### config.mk
export PLATFORM = sky130hd
export DESIGN_NAME = biop_message_header_parser_top
export DESIGN_NICKNAME = d
export VERILOG_FILES = /design/src/hdl/biop_hdr_pkg.sv /design/src/hdl/biop_hdr_field_capture.sv /design/src/hdl/biop_message_header_parser_top.sv
export VERILOG_INCLUDE_DIRS = /design/src /design/src/hdl
export SDC_FILE = /design/constraint.sdc
export NUM_CORES = 1
export LEC_CHECK = 0
export BUFFER_PORTS_ARGS = -buffer_cell sky130_fd_sc_hd__buf_2
export CORE_MARGIN = 1.5
export CORE_UTILIZATION = 45
export DETAILED_ROUTE_END_ITERATION = 7
export MAX_ROUTING_LAYER = met4
export PLACE_DENSITY = 0.65
export REMOVE_ABC_BUFFERS = 1
export SLEW_MARGIN = 30
export SYNTH_ARGS = -nofsm -noshare
export SYNTH_HDL_FRONTEND = slang
export SYNTH_SLANG_ARGS = --single-unit
### constraint.sdc
create_clock -name clock -period 7.8 [get_ports clock]
set_clock_uncertainty 0.1 [all_clocks]
set_input_delay 0.39 -clock clock [delete_from_list [all_inputs] [get_ports clock]]
set_output_delay 0.39 -clock clock [all_outputs]
set_load 0.05 [all_outputs]
### src/hdl/biop_message_header_parser_top_defines.svh
// Assertion macros used by the BIOP header parser RTL.
`ifndef BIOP_MESSAGE_HEADER_PARSER_TOP_DEFINES_SVH
`define BIOP_MESSAGE_HEADER_PARSER_TOP_DEFINES_SVH
`ifndef SYNTHESIS
// Same-cycle implication.
`define BIOP_ASSERT_IMPLY(label, clk, rst, ante, cons) \
   label: assert property (@(posedge clk) disable iff (rst) (ante) |-> (cons)) \
      else $error("biop header parser: implication check failed");
// Next-cycle implication.
`define BIOP_ASSERT_NEXT(label, clk, rst, ante, cons) \
   label: assert property (@(posedge clk) disable iff (rst) (ante) |=> (cons)) \
      else $error("biop header parser: next-cycle check failed");
`else
`define BIOP_ASSERT_IMPLY(label, clk, rst, ante, cons)
`define BIOP_ASSERT_NEXT(label, clk, rst, ante, cons)
`endif
`endif

### src/hdl/biop_hdr_pkg.sv
// Types and constants of the BIOP message header parser.
package biop_hdr_pkg;

   localparam logic [31:0] MAGIC_RESET    = 32'h4249_4F50;
   localparam logic [31:0] POS_MAJOR      = 32'd4;
   localparam logic [31:0] POS_MINOR      = 32'd5;
   localparam logic [31:0] POS_TYPE       = 32'd7;
   localparam logic [31:0] POS_SIZE       = 32'd8;
   localparam logic [31:0] POS_KEY_LENGTH = 32'd12;
   localparam logic [31:0] POS_KEY        = 32'd13;
   localparam logic [31:0] MIN_LENGTH     = 32'd13;
   localparam logic [32:0] SIZE_BIAS      = 33'd12;
   localparam logic [31:0] KIND_LENGTH_OK = 32'd4;
   localparam logic [31:0] POS_MAX        = 32'hFFFF_FFFF;

   typedef enum logic [2:0] {
      ST_OK        = 3'd0,
      ST_SHORT     = 3'd1,
      ST_BAD_MAGIC = 3'd2,
      ST_ZERO_KEY  = 3'd3,
      ST_BAD_KIND  = 3'd4,
      ST_TRUNCATED = 3'd5
   } status_type;

   typedef struct packed {
      logic [7:0] data_byte;
      logic       first_byte;
      logic       last_byte;
   } req_item_type;

   typedef struct packed {
      status_type  status;
      logic [7:0]  major_version;
      logic [7:0]  minor_version;
      logic [7:0]  message_type;
      logic [31:0] message_size;
      logic [32:0] total_length;
      logic [31:0] object_key;
      logic [31:0] object_kind;
      logic [15:0] info_length;
   } rsp_item_type;

   typedef struct packed {
      logic [31:0] byte_position;
      logic [31:0] magic_shift;
      logic [7:0]  major;
      logic [7:0]  minor;
      logic [7:0]  msg_type;
      logic [31:0] size;
      logic [7:0]  key_length;
      logic [31:0] key;
      logic [31:0] kind_length;
      logic [31:0] kind;
      logic [15:0] info_length;
   } parse_state_type;

endpackage

### src/hdl/biop_hdr_field_capture.sv
// Next-state logic of the header field registers for one incoming byte.
module biop_hdr_field_capture
   import biop_hdr_pkg::*;
(
   input  parse_state_type cur_state,
   input  logic [7:0]      data_byte,
   output parse_state_type nxt_state
);

   logic [31:0] pos;
   logic [31:0] key_len_ext;
   logic [31:0] key_off;
   logic [31:0] body_off;

   assign pos         = cur_state.byte_position;
   assign key_len_ext = {24'd0, cur_state.key_length};
   assign key_off     = pos - POS_KEY;
   assign body_off    = key_off - key_len_ext;

   always_comb begin
      nxt_state = cur_state;
      priority if (pos < POS_MAJOR) begin
         nxt_state.magic_shift = {cur_state.magic_shift[23:0], data_byte};
      end else if (pos == POS_MAJOR) begin
         nxt_state.major = data_byte;
      end else if (pos == POS_MINOR) begin
         nxt_state.minor = data_byte;
      end else if (pos == POS_TYPE) begin
         nxt_state.msg_type = data_byte;
      end else if (pos >= POS_SIZE && pos < POS_KEY_LENGTH) begin
         nxt_state.size = {cur_state.size[23:0], data_byte};
      end else if (pos == POS_KEY_LENGTH) begin
         nxt_state.key_length = data_byte;
      end else if (pos >= POS_KEY && cur_state.key_length != 8'd0) begin
         // key bytes first, then kind length, kind and info length
         if (key_off < key_len_ext) begin
            if (key_off < 32'd4) begin
               nxt_state.key = {cur_state.key[23:0], data_byte};
            end
         end else if (body_off < 32'd4) begin
            nxt_state.kind_length = {cur_state.kind_length[23:0], data_byte};
         end else if (body_off < 32'd8) begin
            nxt_state.kind = {cur_state.kind[23:0], data_byte};
         end else if (body_off < 32'd10) begin
            nxt_state.info_length = {cur_state.info_length[7:0], data_byte};
         end
      end
      // saturate the byte count
      if (pos != POS_MAX) begin
         nxt_state.byte_position = pos + 32'd1;
      end
   end

endmodule

### src/hdl/biop_message_header_parser_top.sv
// Top level of the BIOP message header parser.
//
// Usage: feed the bytes of a DSM-CC BIOP message buffer on the req_ channel,
// one item per byte in buffer order. first_byte restarts the parse, last_byte
// closes the buffer. Each last byte produces one rsp_ item carrying a status
// code and the header fields (versions, type, message size, total length,
// object key, object kind, info length); other bytes produce nothing.
// Throughput: one byte per clock cycle unless a held result stalls req_. Each
// byte costs a position decode and a store into the field registers, done in
// a single pass between the parse registers and the output register.
// Latency: the result appears on rsp_ the cycle after the last byte is taken.
// Stall: the output register holds a pending result; req_ready stays high
// while that register is empty or being emptied in the same cycle, so a
// stalled receiver back-pressures the byte stream after one result.
// Reset: synchronous, active high; clears the parse state and the output
// valid, and loads the expected magic word with ASCII "BIOP". csr_ writes
// replace the magic word and are always taken (csr_ready is tied high).
`include "biop_message_header_parser_top_defines.svh"

module biop_message_header_parser_top
   import biop_hdr_pkg::*;
(
   input  logic         clock,
   input  logic         reset,
   input  logic         req_valid,
   output logic         req_ready,
   input  req_item_type req_data,
   output logic         rsp_valid,
   input  logic         rsp_ready,
   output rsp_item_type rsp_data,
   input  logic         csr_valid,
   output logic         csr_ready,
   input  logic [31:0]  csr_data
);

   logic [31:0]     magic_ff;
   parse_state_type parse_ff;
   parse_state_type cur_state;
   parse_state_type nxt_state;
   logic            rsp_valid_ff;
   rsp_item_type    rsp_data_ff;
   rsp_item_type    rsp_data_in;
   logic            req_accept;
   logic            head_ok;
   logic            body_ok;
   status_type      status_in;
   logic [32:0]     len_ext;
   logic [32:0]     total_in;
   logic [32:0]     kind_end;
   logic [32:0]     info_end;

   // accept a byte while the output register is free or draining
   assign req_ready  = !rsp_valid_ff || rsp_ready;
   assign req_accept = req_valid && req_ready;
   assign csr_ready  = 1'b1;
   assign rsp_valid  = rsp_valid_ff;
   assign rsp_data   = rsp_data_ff;

   // a first byte starts the parse from a clean state
   assign cur_state = req_data.first_byte ? parse_state_type'('0) : parse_ff;

   biop_hdr_field_capture u_capture (
      .cur_state (cur_state),
      .data_byte (req_data.data_byte),
      .nxt_state (nxt_state)
   );

   // length checks run on the count including this byte
   assign len_ext  = {1'b0, nxt_state.byte_position};
   assign total_in = {1'b0, nxt_state.size} + SIZE_BIAS;
   assign kind_end = {1'b0, MIN_LENGTH} + {25'd0, nxt_state.key_length} + 33'd4;
   assign info_end = {1'b0, MIN_LENGTH} + {25'd0, nxt_state.key_length} + 33'd10;

   always_comb begin
      head_ok   = 1'b0;
      body_ok   = 1'b0;
      status_in = ST_OK;
      priority if (nxt_state.byte_position < MIN_LENGTH) begin
         status_in = ST_SHORT;
      end else if (nxt_state.magic_shift != magic_ff) begin
         status_in = ST_BAD_MAGIC;
      end else begin
         head_ok = 1'b1;
         priority if (len_ext < total_in) begin
            status_in = ST_TRUNCATED;
         end else if (nxt_state.key_length == 8'd0) begin
            status_in = ST_ZERO_KEY;
         end else if (len_ext < kind_end) begin
            status_in = ST_TRUNCATED;
         end else if (nxt_state.kind_length != KIND_LENGTH_OK) begin
            status_in = ST_BAD_KIND;
         end else if (len_ext < info_end) begin
            status_in = ST_TRUNCATED;
         end else begin
            body_ok = 1'b1;
         end
      end
   end

   // zero the fields that the status says are not valid
   always_comb begin
      rsp_data_in        = '0;
      rsp_data_in.status = status_in;
      if (head_ok) begin
         rsp_data_in.major_version = nxt_state.major;
         rsp_data_in.minor_version = nxt_state.minor;
         rsp_data_in.message_type  = nxt_state.msg_type;
         rsp_data_in.message_size  = nxt_state.size;
         rsp_data_in.total_length  = total_in;
      end
      if (body_ok) begin
         rsp_data_in.object_key  = nxt_state.key;
         rsp_data_in.object_kind = nxt_state.kind;
         rsp_data_in.info_length = nxt_state.info_length;
      end
   end

   always_ff @(posedge clock) begin
      if (reset) begin
         magic_ff     <= MAGIC_RESET;
         parse_ff     <= '0;
         rsp_valid_ff <= 1'b0;
      end else begin
         if (csr_valid && csr_ready) begin
            magic_ff <= csr_data;
         end
         if (req_accept) begin
            // a last byte ends the buffer: drop the parse state
            parse_ff <= req_data.last_byte ? parse_state_type'('0) : nxt_state;
         end
         if (req_accept && req_data.last_byte) begin
            rsp_valid_ff <= 1'b1;
         end else if (rsp_ready) begin
            rsp_valid_ff <= 1'b0;
         end
      end
   end

   // payload register, no reset
   always_ff @(posedge clock) begin
      if (req_accept && req_data.last_byte) begin
         rsp_data_ff <= rsp_data_in;
      end
   end

   `BIOP_ASSERT_NEXT(a_last_gives_result, clock, reset, req_accept && req_data.last_byte, rsp_valid_ff)
   `BIOP_ASSERT_NEXT(a_last_clears_count, clock, reset, req_accept && req_data.last_byte, parse_ff.byte_position == 32'd0)
   `BIOP_ASSERT_IMPLY(a_error_body_zero, clock, reset, rsp_valid_ff && rsp_data_ff.status != ST_OK, rsp_data_ff.object_key == 32'd0 && rsp_data_ff.object_kind == 32'd0 && rsp_data_ff.info_length == 16'd0)
   `BIOP_ASSERT_IMPLY(a_early_error_head_zero, clock, reset, rsp_valid_ff && (rsp_data_ff.status == ST_SHORT || rsp_data_ff.status == ST_BAD_MAGIC), rsp_data_ff.total_length == 33'd0)

endmodule
* After elaboration in Yosys (flattened, before gate mapping)
Index checks and enable logic that the tools add are counted. Widths: inputs -> output; s select.
Word-level totals: bits in registers 445, input bits 47, output and inout port bits 175
Cells by class: add/sub/neg operators 7, $lt $le $gt $ge 13, equality and inequality tests 7, mux-type cells 41, reduce and logical (&&, ||, !) cells 10
Operators with widths (number):
- $mux 240 | 2
- $mux 112 | 2
- $mux 32 | 7
- $mux 176 | 1
- $mux 168 | 1
- $mux 160 | 1
- $mux 152 | 1
- $lt 32x4->1 const B | 4
- $mux 120 | 1
- $eq 32x3->1 const B | 3
- $lt 32x3->1 const B | 3
- $mux 80 | 1
- $lt 32x33->1 | 2
- $ge 32x4->1 const B | 2
- $mux 48 | 1
- $add 32x4->33 const B | 1
- $add 33x3->33 const B | 1
- $add 32x1->32 const B | 1
- $eq 32x4->1 const B | 1
- $lt 32x10->1 | 1
- $lt 32x8->1 | 1
- $mux 16 | 2
- $mux 8 | 4
- $ne 32x3->1 const B | 1
- other kinds (16) | 33

* Logic depth before layout (Yosys ltp)
Gate-level depths: netlist (run 1).
depth after elaboration 25, gate-level depth with buffers 35, mapped depth without buffers 28

* Hierarchy
A second synthesis (run 1) with hierarchy kept.
Unflattened totals: cells, all modules 2733, area, all modules 25919.9 µm²
Modules (own cells, without submodules):
- biop_message_header_parser_top | instances 1, cells each 2149, area an instance 21209.1 µm², sequential area each 10570.1 µm²
- biop_hdr_field_capture | instances 1, cells each 584, area an instance 4710.8 µm², sequential area each 0.0 µm²

* Least setup slack after synthesis (run 1)
OpenSTA, ideal clock, no wires.
kind reg-to-reg, from register parse_ff[224] (netlist name), to register rsp_data_ff, in the netlist rsp_data[59] (data pin), arrival 6598 ps, required time 7438 ps, slack 840 ps, stages on the path, launching flop included 33, path buffers 5, cell sequence dfxtp_1 -> or4_1 -> nor4_1 -> a31oi_1 -> or3_1 -> clkbuf_1 -> buf_1 -> clkbuf_1 -> o21ai_0 -> inv_1 -> ha_1 -> and3b_1 -> mux2i_1 -> nor2_1 -> nand2_1 -> nor3_1 -> nand2_1 -> xor2_1 -> ha_1 -> a21oi_1 -> nor2b_1 -> o21ai_0 -> nand2b_1 -> a2111oi_0 -> o2111ai_1 -> nor3_1 -> a221o_1 -> a31oi_1 -> nand2_1 -> nand4bb_1 -> buf_2 -> buf_2 -> nor3_1
RTL lines:
- from (decl) | line biop_message_header_parser_top.sv:37 | parse_state_type parse_ff;
- from (signal assigned) | line biop_message_header_parser_top.sv:129 | parse_ff <= req_data.last_byte ? parse_state_type'('0) : nxt_state;
- to (signal assigned) | line biop_message_header_parser_top.sv:142 | rsp_data_ff <= rsp_data_in;
- to (decl) | line biop_message_header_parser_top.sv:41 | rsp_item_type rsp_data_ff;

* Final worst setup path (run 1)
from register parse_ff[233] (netlist name), to register rsp_data_ff, in the netlist rsp_data[59] (data pin)
Between the ends: word-level cells in the longest chain between the ends 20, elaborated cells between the ends (all ways) 51, those cells by class add/sub (7); order compare (11); eq/ne (7); mux (23); reduce/logical (3)
RTL lines:
- $mux 240 (*) | line biop_message_header_parser_top.sv:60 | assign cur_state = req_data.first_byte ? parse_state_type'('0) : parse_ff;
- $sub 32x4->32 | line biop_hdr_field_capture.sv:17 | assign key_off = pos - POS_KEY;
- $sub 32x8->32 | line biop_hdr_field_capture.sv:18 | assign body_off = key_off - key_len_ext;
- $lt 32x3->1 | line biop_hdr_field_capture.sv:40 | end else if (body_off < 32'd4) begin
- $mux 32 | line biop_hdr_field_capture.sv:40
- $mux 80 | line biop_hdr_field_capture.sv:36 | if (key_off < key_len_ext) begin
- $mux 112 | line biop_hdr_field_capture.sv:34 | end else if (pos >= POS_KEY && cur_state.key_length != 8'd0) begin
- $mux 112 | line biop_hdr_field_capture.sv:32 | end else if (pos == POS_KEY_LENGTH) begin
- (+4 left out)
- $mux 176 | line biop_hdr_field_capture.sv:22 | priority if (pos < POS_MAJOR) begin
- $ne 32x3->1 | line biop_message_header_parser_top.sv:90 | end else if (nxt_state.kind_length != KIND_LENGTH_OK) begin
- $mux 1 | line biop_message_header_parser_top.sv:90
- $mux 1 | line biop_message_header_parser_top.sv:88 | end else if (len_ext < kind_end) begin
- $mux 1 | line biop_message_header_parser_top.sv:86 | end else if (nxt_state.key_length == 8'd0) begin
- $mux 1 | line biop_message_header_parser_top.sv:84 | priority if (len_ext < total_in) begin
- $mux 1 | line biop_message_header_parser_top.sv:80 | end else if (nxt_state.magic_shift != magic_ff) begin
- $mux 1 | line biop_message_header_parser_top.sv:78 | priority if (nxt_state.byte_position < MIN_LENGTH) begin
Mark *: on every way between the ends. The rest lies on a longest branch, timed or not. A chain may end at the register's enable or synchronous reset.

==> flow_summary.yaml, run 1 <==
drt:
  drc: 0
  dr.pass1.iters: 5
  ant_nets: 0
  vias_per_cell: 5.94
  wirelength_mm: 72.4
  first_iter_violations: 2220
  num_vias: 21170
  drt-wirelength-per-cell_um: 20.3
logic_synthesis:
  netlist_area_sq_mm: 0.0238
  synth_top_area_cell: "dfxtp_1"
  syn_avg_cell_area_sq_um: 8.99
  ys.flop_type: "dfxtp_1"
  synth.area.top_cells: "dfxtp_1 23%, edfxtp_1 21%, nor2_1 7.4%"
  ys_ff_latch: 443
  async_flop_share_pct: 0
  synth_top_area_share_pct: 23.0
  yosysWarnings: 0
  yosysSeqAreaShare_pct: 44.4
  syn_inst: 2645
  synth-edff-count: 170
  yosysUniqueCellTypes: 92
timing:
  maxSlewViolCount: 0
  slew_headroom_pct: 31.9
  fin_crit_sh_pct: 95.5
  finalHoldViolCount: 0
  totalNegativeSetupSlack_ns: 0
  fin_crit_ns: 7.45
  rsz0062_at_grt: "no"
  fmax_ghz: 0.134
  whs_ns: 0.0874
  tightest_slew_ns: 1.02
  setup_violations: 0
  timing.final.ws_setup_ns: 0.349
worst_setup_path:
  path_class: "reg2reg"
  critPathArrivalTime_ns: 7.77
  cp-start-kind: "flip-flop"
  cp_max_fo: 20
  cp_slowest_stage_delay_ns: 0.50
  regToRegSetupSlack_ns: 0.35
  cp.required_ns: 8.12
  worst_path_max_delay_cell: "nand4bb_4"
  endpoint_kind: "flip-flop"
grt:
  grt-ovfl-total: 0
  grt_first_pass_wirelength_mm: 111
  grt_max_degree: 100
  grt_usage_pct: 26.7
  antenna_found_initial: 1
  grt_pass1_vias: 19711
power:
  clkPwrFrac_pct: 45.0
  swShare_pct: 24.7
  p_per_area_mw_per_mm2: 190
  combPwrFrac_pct: 7.9
  p_switching_w: 0.00129
  p_leak_nw: 10.1
  p_int_w: 0.00395
  pwr-share-seq_pct: 47.1
  vdd_drop_max_v: 0.000135
cts:
  cts.clk_slew.worst_paths_ns: 0.06
  cts_made_buffers: 48
  cts_root_buffer: "clkbuf_16"
  cts_tree: "yes"
  insertion_delay_ns: 0.59
  cts.sinks: 443
  clk_path_buf_depth: 3
  post_cts_buffers: 0
  htree_levels: 2
finish:
  final_common_cell: "nor2_1"
  fin_nets: 2948
  fillers: 4805
  ff_latch_area_sq_mm: 0.0106
  multi_input_area_sq_mm: 0.0124
  drive_gt1_share_pct: 15.3
  final_area_sq_mm: 0.0277
  area_growth_pct: 16.3
  final_cell_mix: "465 x nor2_1, 273 x dfxtp_1, 218 x buf_2"
run:
  max-cap-violations: 0
floorplan:
  die_x_um: 233
  die_area_sq_mm: 0.0542
  num_rows: 84
  start_util_pct: 45.3
  ioPinCount: 222
  dieHeight_um: 233
  core-area_sq_mm: 0.0524
placed_design:
  post_dp_cell_area_sq_mm: 0.0257
  hpwl_mm: 49.6
  dp_slack_ns: 0.379
  gp_congestion: 0.931
  port_buffers: 220
status:
  outcome: "complete, no violations"
min_path:
  hold_path_class: "in2reg"
==> path summary, 6_finish.rpt <==
path,start,end,cells past startpoint
setup / recovery,parse_ff[233],rsp_data[59],25
hold / removal,rsp_ready,rsp_valid,3
setup reg to reg,parse_ff[233],rsp_data[59],25
hold reg to reg,parse_ff[42],parse_ff[42],1
==> power by group through the flow <==
stage / logic (W) / registers [W] / clock network (W)
floorplan: 0.0000942 / 0.00266 / 0
global placement: 0.000394 / 0.00252 / 0
detailed placement: 0.000398 / 0.00252 / 0
CTS: 0.000411 / 0.00247 / 0.00241
global route: 0.000435 / 0.00248 / 0.00250
finish: 0.000413 / 0.00247 / 0.00236
==> sequential cells by signal (all words and copies together) (netlist names) <==
signal and count:
magic_ff 32, rsp_valid 1, parse_ff 240, rsp_data 170
==> per-stage QoR <==
step	cells	power [W]	util, %
global route	3561	0.00541	52.7
finish	3561	0.00525	52.7
CTS	3560	0.00529	52.7
floorplan	2445	0.00276	-
detailed placement	3440	0.00292	49.0
global placement	3440	0.00292	48.9
==> synthesized netlist by cell type, types with 18 or more instances <==
cell        n
edfxtp_1  170
o21ai_0    53
nor3_1     77
a22oi_1   192
inv_1      31
a31oi_1    18
nand2_1   189
mux2i_1   107
a21oi_1   145
nand2b_1   20
nor4_1     39
nor3b_1    30
or3_1      22
and3_1     20
a22o_1     34
buf_2      24
xor2_1     54
nor2b_1    36
dfxtp_1   273
ha_1       66
buf_1      18
nand3_1    64
xnor2_1    54
nand4_1    37
clkbuf_1  150
nor2_1    467
==> routing by layer <==
| metal | part of all wire [%] | global-route usage (%) | wire (um) | vias up |
|---|---|---|---|---|
| met2 | 46 | 41.0 | 33200 | 831 |
| met3 | 6.8 | 4.34 | 4950 | 159 |
| li1 | - | - | - | 10003 |
| met4 | 3.7 | 10.2 | 2650 | 0 |
| met5 | 0 | - | 0 | - |
| met1 | 44 | 35.3 | 31600 | 10177 |
==> layout make-up <==
type	count	share of cell area (%)
multi-input combinational	1971	44.7
tap	688	3.11
clock buffer	69	4.96
sequential	443	38.2
antenna	1	0.00905
clock inverter	19	0.923
timing repair buffer	339	7.59
inverter	31	0.439
==> cell families after synthesis <==
family                     Yosys count  synth area share [%]
DFF                                443                  44.4
adders and majority gates           67                  3.56
other                                1                0.0158
xor gates and xnor gates           108                  3.98
and+or+nand+nor                   1100                  22.4
buffers and inverters              233                  4.06
AOI/OAI and AO/OA                  580                  16.7
muxes                              113                  4.80
==> timing repair <==
item,4_1_cts,5_1_grt
gates resized for setup,0,3
hold buffers,32,0
hold endpoints to repair,32,0
setup endpoints to repair,0,72
==> worst max-delay path, delay by kind of cell, from the launching register on <==
family / cells / cell delay [ns]
simple gates: 12 / 3.50
compound gates: 9 / 2.05
buf+inv: 3 / 0.82
flops: 1 / 0.43
fa+ha+maj: 1 / 0.33
Power figures use the tool's default switching activity.
==> run 2: changes to the inputs <==
CTS_BUF_LIST = sky130_fd_sc_hd__clkbuf_4   (was unset)
==> flow_summary.yaml, run 2 (same netlist as run 1, synthesis figures left out) <==
worst_setup_path:
  cp-start-kind: "flip-flop"
  endpoint_kind: "flip-flop"
  worst_path_max_delay_cell: "nand4bb_4"
  path_class: "reg2reg"
  r2r_cells: 25
  critPathArrivalTime_ns: 7.89
  cp_slowest_stage_delay_ns: 0.50
  cp_max_fo: 20
  cp.required_ns: 8.42
timing:
  fin_crit_ns: 7.28
  whs_ns: 0.0800
  setup_violations: 0
  fmax_ghz: 0.137
  tightest_slew_ns: 1.01
  slew_headroom_pct: 32.7
  fin_crit_sh_pct: 93.3
  rsz0062_at_grt: "no"
  maxSlewViolCount: 0
  finalHoldViolCount: 0
  totalNegativeSetupSlack_ns: 0
  timing.final.ws_setup_ns: 0.523
placed_design:
  gp_congestion: 0.931
  port_buffers: 220
  hpwl_mm: 49.6
  dp_slack_ns: 0.379
cts:
  cts_tree: "yes"
  cts_root_buffer: "clkbuf_4"
  cts_made_buffers: 115
  post_cts_buffers: 0
  clk_path_buf_depth: 3
  insertion_delay_ns: 0.92
  cts.sinks: 443
  cts.clk_slew.worst_paths_ns: 0.07
  htree_levels: 3
grt:
  grt-ovfl-total: 0
  grt_first_pass_wirelength_mm: 113
  antenna_found_initial: 1
  grt_pass1_vias: 20504
  grt_max_degree: 100
  grt_usage_pct: 27.2
floorplan:
  die_x_um: 233
  ioPinCount: 222
  num_rows: 84
  die_area_sq_mm: 0.0542
  start_util_pct: 45.3
  dieHeight_um: 233
  core-area_sq_mm: 0.0524
finish:
  fillers: 4829
  top_register: "parse_ff"
  fin_nets: 3047
  area_growth_pct: 17.2
  largest_register_ffs: 240
  ff_latch_area_sq_mm: 0.0106
  final_common_cell: "nor2_1"
  drive_gt1_share_pct: 18.4
  multi_input_area_sq_mm: 0.0124
  final_cell_mix: "465 x nor2_1, 273 x dfxtp_1, 218 x buf_2"
drt:
  wl_met1_mm: 31.6
  drc: 0
  num_vias: 21830
  drt-wirelength-per-cell_um: 19.8
  wl_met2_mm: 33.7
  vias_per_cell: 5.87
  ant_nets: 0
  topRoutingLayerUsed: "met4"
  first_iter_violations: 2279
  dr.pass1.iters: 6
  wl_met3_mm: 5.18
  wirelength_mm: 73.5
min_path:
  hold_path_class: "in2reg"
  hold_path_depth: 3
power:
  vdd_drop_max_v: 0.0000950
  p_total_w: 0.00497
  p_per_area_mw_per_mm2: 178
  p_leak_nw: 10.4
status:
  outcome: "complete, no violations"
run:
  max-cap-violations: 0
-- run 2: cell count changes in the layout (fill, tap and decap cells not counted), moves of 5 or more --
| cell | change |
|---|---|
| clkbuf_16 | -49 |
| dlygate4sd3_1 | +32 |
| clkbuf_4 | +177 |
| clkbuf_8 | -7 |
| clkinv_1 | +19 |
| bufinv_16 | -5 |
| clkbuf_1 | -13 |
-- run 2: metal layers --
metal | vias up | track usage (%)
li1 | 10296 | -
met1 | 10447 | 35.2
met2 | 907 | 41.4
met3 | 180 | 4.46
met4 | 0 | 13.2
met5 | - | -
-- run 2: metrics by stage --
stage                     util, %  instances  instance area [sq um]
after floorplan                 -       2445                  22900
after CTS                    53.1       3716                  27800
after global routing         53.1       3717                  27900
after global placement       48.9       3440                  25700
final                        53.1       3717                  27900
after detailed placement     49.0       3440                  25700
-- run 2: worst paths after layout --
path                                     from            to  slack, ns
worst max-delay path            parse_ff[233]  rsp_data[59]       0.52
worst max register to register  parse_ff[233]  rsp_data[59]       0.52
worst min register to register   parse_ff[42]  parse_ff[42]       0.38
worst min-delay path                csr_valid  magic_ff[11]       0.08
-- run 2: worst max-delay path: cells and delay by family (launching register included) --
family	cells	cell delay, ns
compound gates	9	1.98
fa+ha+maj	1	0.33
buf+inv	3	0.81
flops	1	0.43
simple gates	12	3.46
-- run 2: final cells by class --
type | instances | share of cell area (%)
diodes | 1 | 0.00898
flip-flops and latches | 443 | 37.9
well taps | 688 | 3.09
repair buffers | 371 | 8.68
multi-input cells | 1971 | 44.4
inverters | 31 | 0.435
clock buffers | 177 | 4.77
clock inverters | 35 | 0.696
-- run 2: what timing repair did --
item	in CTS	in global routing
setup endpoints to repair	0	69
endpoints found under the hold margin	125	0
gates resized for setup	0	3
hold buffers	64	0
-- run 2: power by group --
part,switching [W],internal [W]
clock network,0.000999,0.00107
logic,0.000331,0.0000974
registers,0.0000255,0.00245
total,0.00136,0.00362
==> run 3: changes to the inputs <==
RECOVER_POWER = 25   (was unset)
clock period = 6.83 ns   (was 7.8 ns; I/O delays follow)
==> flow_summary.yaml, run 3 (same netlist as run 1, synthesis figures left out) <==
status:
  outcome: "finished with violations"
  violations: "max-capacitance violations, max-slew violations"
floorplan:
  ioPinCount: 222
  num_rows: 84
  die_area_sq_mm: 0.0542
  die_x_um: 233
  core-area_sq_mm: 0.0524
  dieHeight_um: 233
  start_util_pct: 45.3
power:
  swShare_pct: 26.7
  vdd_drop_max_v: 0.0000967
  p_leak_nw: 10.2
  combPwrFrac_pct: 8.5
  p_total_w: 0.00570
  p_switching_w: 0.00152
  clkPwrFrac_pct: 41.9
  p_int_w: 0.00417
  pwr-share-seq_pct: 49.6
  p_per_area_mw_per_mm2: 203
worst_setup_path:
  cp_slowest_stage_delay_ns: 0.55
  crit_end: "rsp_data[30]"
  r2r_end: "rsp_data[30]"
  critPathArrivalTime_ns: 7.05
  cp.required_ns: 7.33
  cp-start-kind: "flip-flop"
  cp_max_fo: 16
  path_class: "reg2reg"
  r2r_cells: 31
  r2r-start: "parse_ff[224]"
  crit_start: "parse_ff[224]"
  regToRegSetupSlack_ns: 0.28
  endpoint_kind: "flip-flop"
  worst_path_max_delay_cell: "or4_1"
grt:
  grt-ovfl-total: 0
  grt_max_degree: 171
  grt_pass1_vias: 20710
  grt_usage_pct: 27.4
  antenna_found_initial: 1
  grt_first_pass_wirelength_mm: 114
drt:
  vias_per_cell: 5.89
  first_iter_violations: 2289
  wirelength_mm: 74.4
  dr.pass1.iters: 6
  drc: 0
  drt-wirelength-per-cell_um: 19.9
  num_vias: 22047
  ant_nets: 0
finish:
  fillers: 4851
  largest_register_ffs: 240
  fin_nets: 3067
  area_growth_pct: 17.8
  top_register: "parse_ff"
  drive_gt1_share_pct: 14.3
  final_common_cell: "nor2_1"
  final_cell_mix: "465 x nor2_1, 273 x dfxtp_1, 192 x a22oi_1"
cts:
  cts.clk_slew.worst_paths_ns: 0.07
  cts_root_buffer: "clkbuf_4"
  cts.sinks: 443
  cts_made_buffers: 117
  clk_path_buf_depth: 3
  cts_tree: "yes"
  insertion_delay_ns: 0.93
  htree_levels: 3
timing:
  fin_crit_sh_pct: 95.9
  maxSlewViolCount: 102
  totalNegativeSetupSlack_ns: 0
  tightest_slew_ns: 5.04
  slew_headroom_pct: -236
  fin_crit_ns: 6.55
  finalHoldViolCount: 0
  setup_violations: 0
  fmax_ghz: 0.153
placed_design:
  gp_congestion: 0.964
  hpwl_mm: 50.2
  port_buffers: 220
run:
  max-cap-violations: 1
min_path:
  hold_path_class: "in2reg"
run 3: changes by cell type in the layout (fill, tap and decap cells not counted), sizes merged:
| cell | before | now |
|---|---|---|
| clkbuf | 177 | 354 |
| buf | 307 | 169 |
| clkinvlp | 1 | 2 |
| dlygate4sd3 | 64 | 53 |
| clkinv | 30 | 26 |
run 3: metrics by stage:
step           setup slack, ns  instances  hold WS [ns]  area, sq um  utilization (%)
3_5_place_dp           -0.0623       3465         0.367        25900             49.5
2_1_floorplan            -1.55       2445         0.311        22900                -
4_1_cts                 0.0894       3737      0.000944        28000             53.5
6_report                 0.283       3742        0.0258        28000             53.4
3_3_place_gp             0.161       3463         0.362        25900             49.3
5_1_grt                -0.0428       3742       0.00228        28000             53.4
run 3: worst min path at each step:
stage / start / endpoint / slack [ns] / cells past startpoint
finish: req_valid / parse_ff[146] / 0.03 / 5
global route: req_valid / parse_ff[131] / 0.002 / 5
CTS: csr_valid / magic_ff[4] / 0.0009 / 3
detailed placement: parse_ff[46] / parse_ff[46] / 0.37 / 1
global placement: parse_ff[46] / parse_ff[46] / 0.36 / 1
floorplan: reset / rsp_valid / 0.31 / 1
run 3: power by group through the flow:
| stage | Sequential, W | Combinational (W) | Clock [W] |
|---|---|---|---|
| 2_1_floorplan | 0.00304 | 0.000108 | 0 |
| 3_3_place_gp | 0.00288 | 0.000452 | 0 |
| 3_5_place_dp | 0.00288 | 0.000462 | 0 |
| 4_1_cts | 0.00282 | 0.000488 | 0.00246 |
| 5_1_grt | 0.00283 | 0.000506 | 0.00261 |
| 6_report | 0.00283 | 0.000483 | 0.00239 |
run 3: critical path: cells and delay by family, from the launching register on:
family,cells,cell delay (ns)
mux,1,0.20
xor+xnor,1,0.19
flops,1,0.30
buf+inv,4,0.73
fa+ha+maj,2,0.50
compound gates,8,1.41
simple gates,15,2.84
run 3: final cells by class:
cell class	count	area [sq um]	area share (%)
flip-flops and latches	443	10600	37.7
diodes	1	2.50	0.00894
clock buffers	187	1400	5.01
multi-input cells	1971	12400	44.4
repair buffers	389	2450	8.74
inverters	31	121	0.433
well taps	688	861	3.07
clock inverters	32	164	0.585
run 3: routing by layer:
metal	vias up	GRT usage, %	wire [um]
met2	888	43.0	34900
met1	10688	35.6	32400
li1	10330	-	-
met4	0	11.6	2390
met3	141	3.74	4740
met5	-	-	0
run 3: repair_timing:
item                                   CTS  global route
resized for setup                        3            15
buffers inserted                         0             2
endpoints found under the hold margin  169             0
gates cloned                             0             1
setup endpoints to repair               75            80
hold buffers                            53             0
pin swaps                                0             3
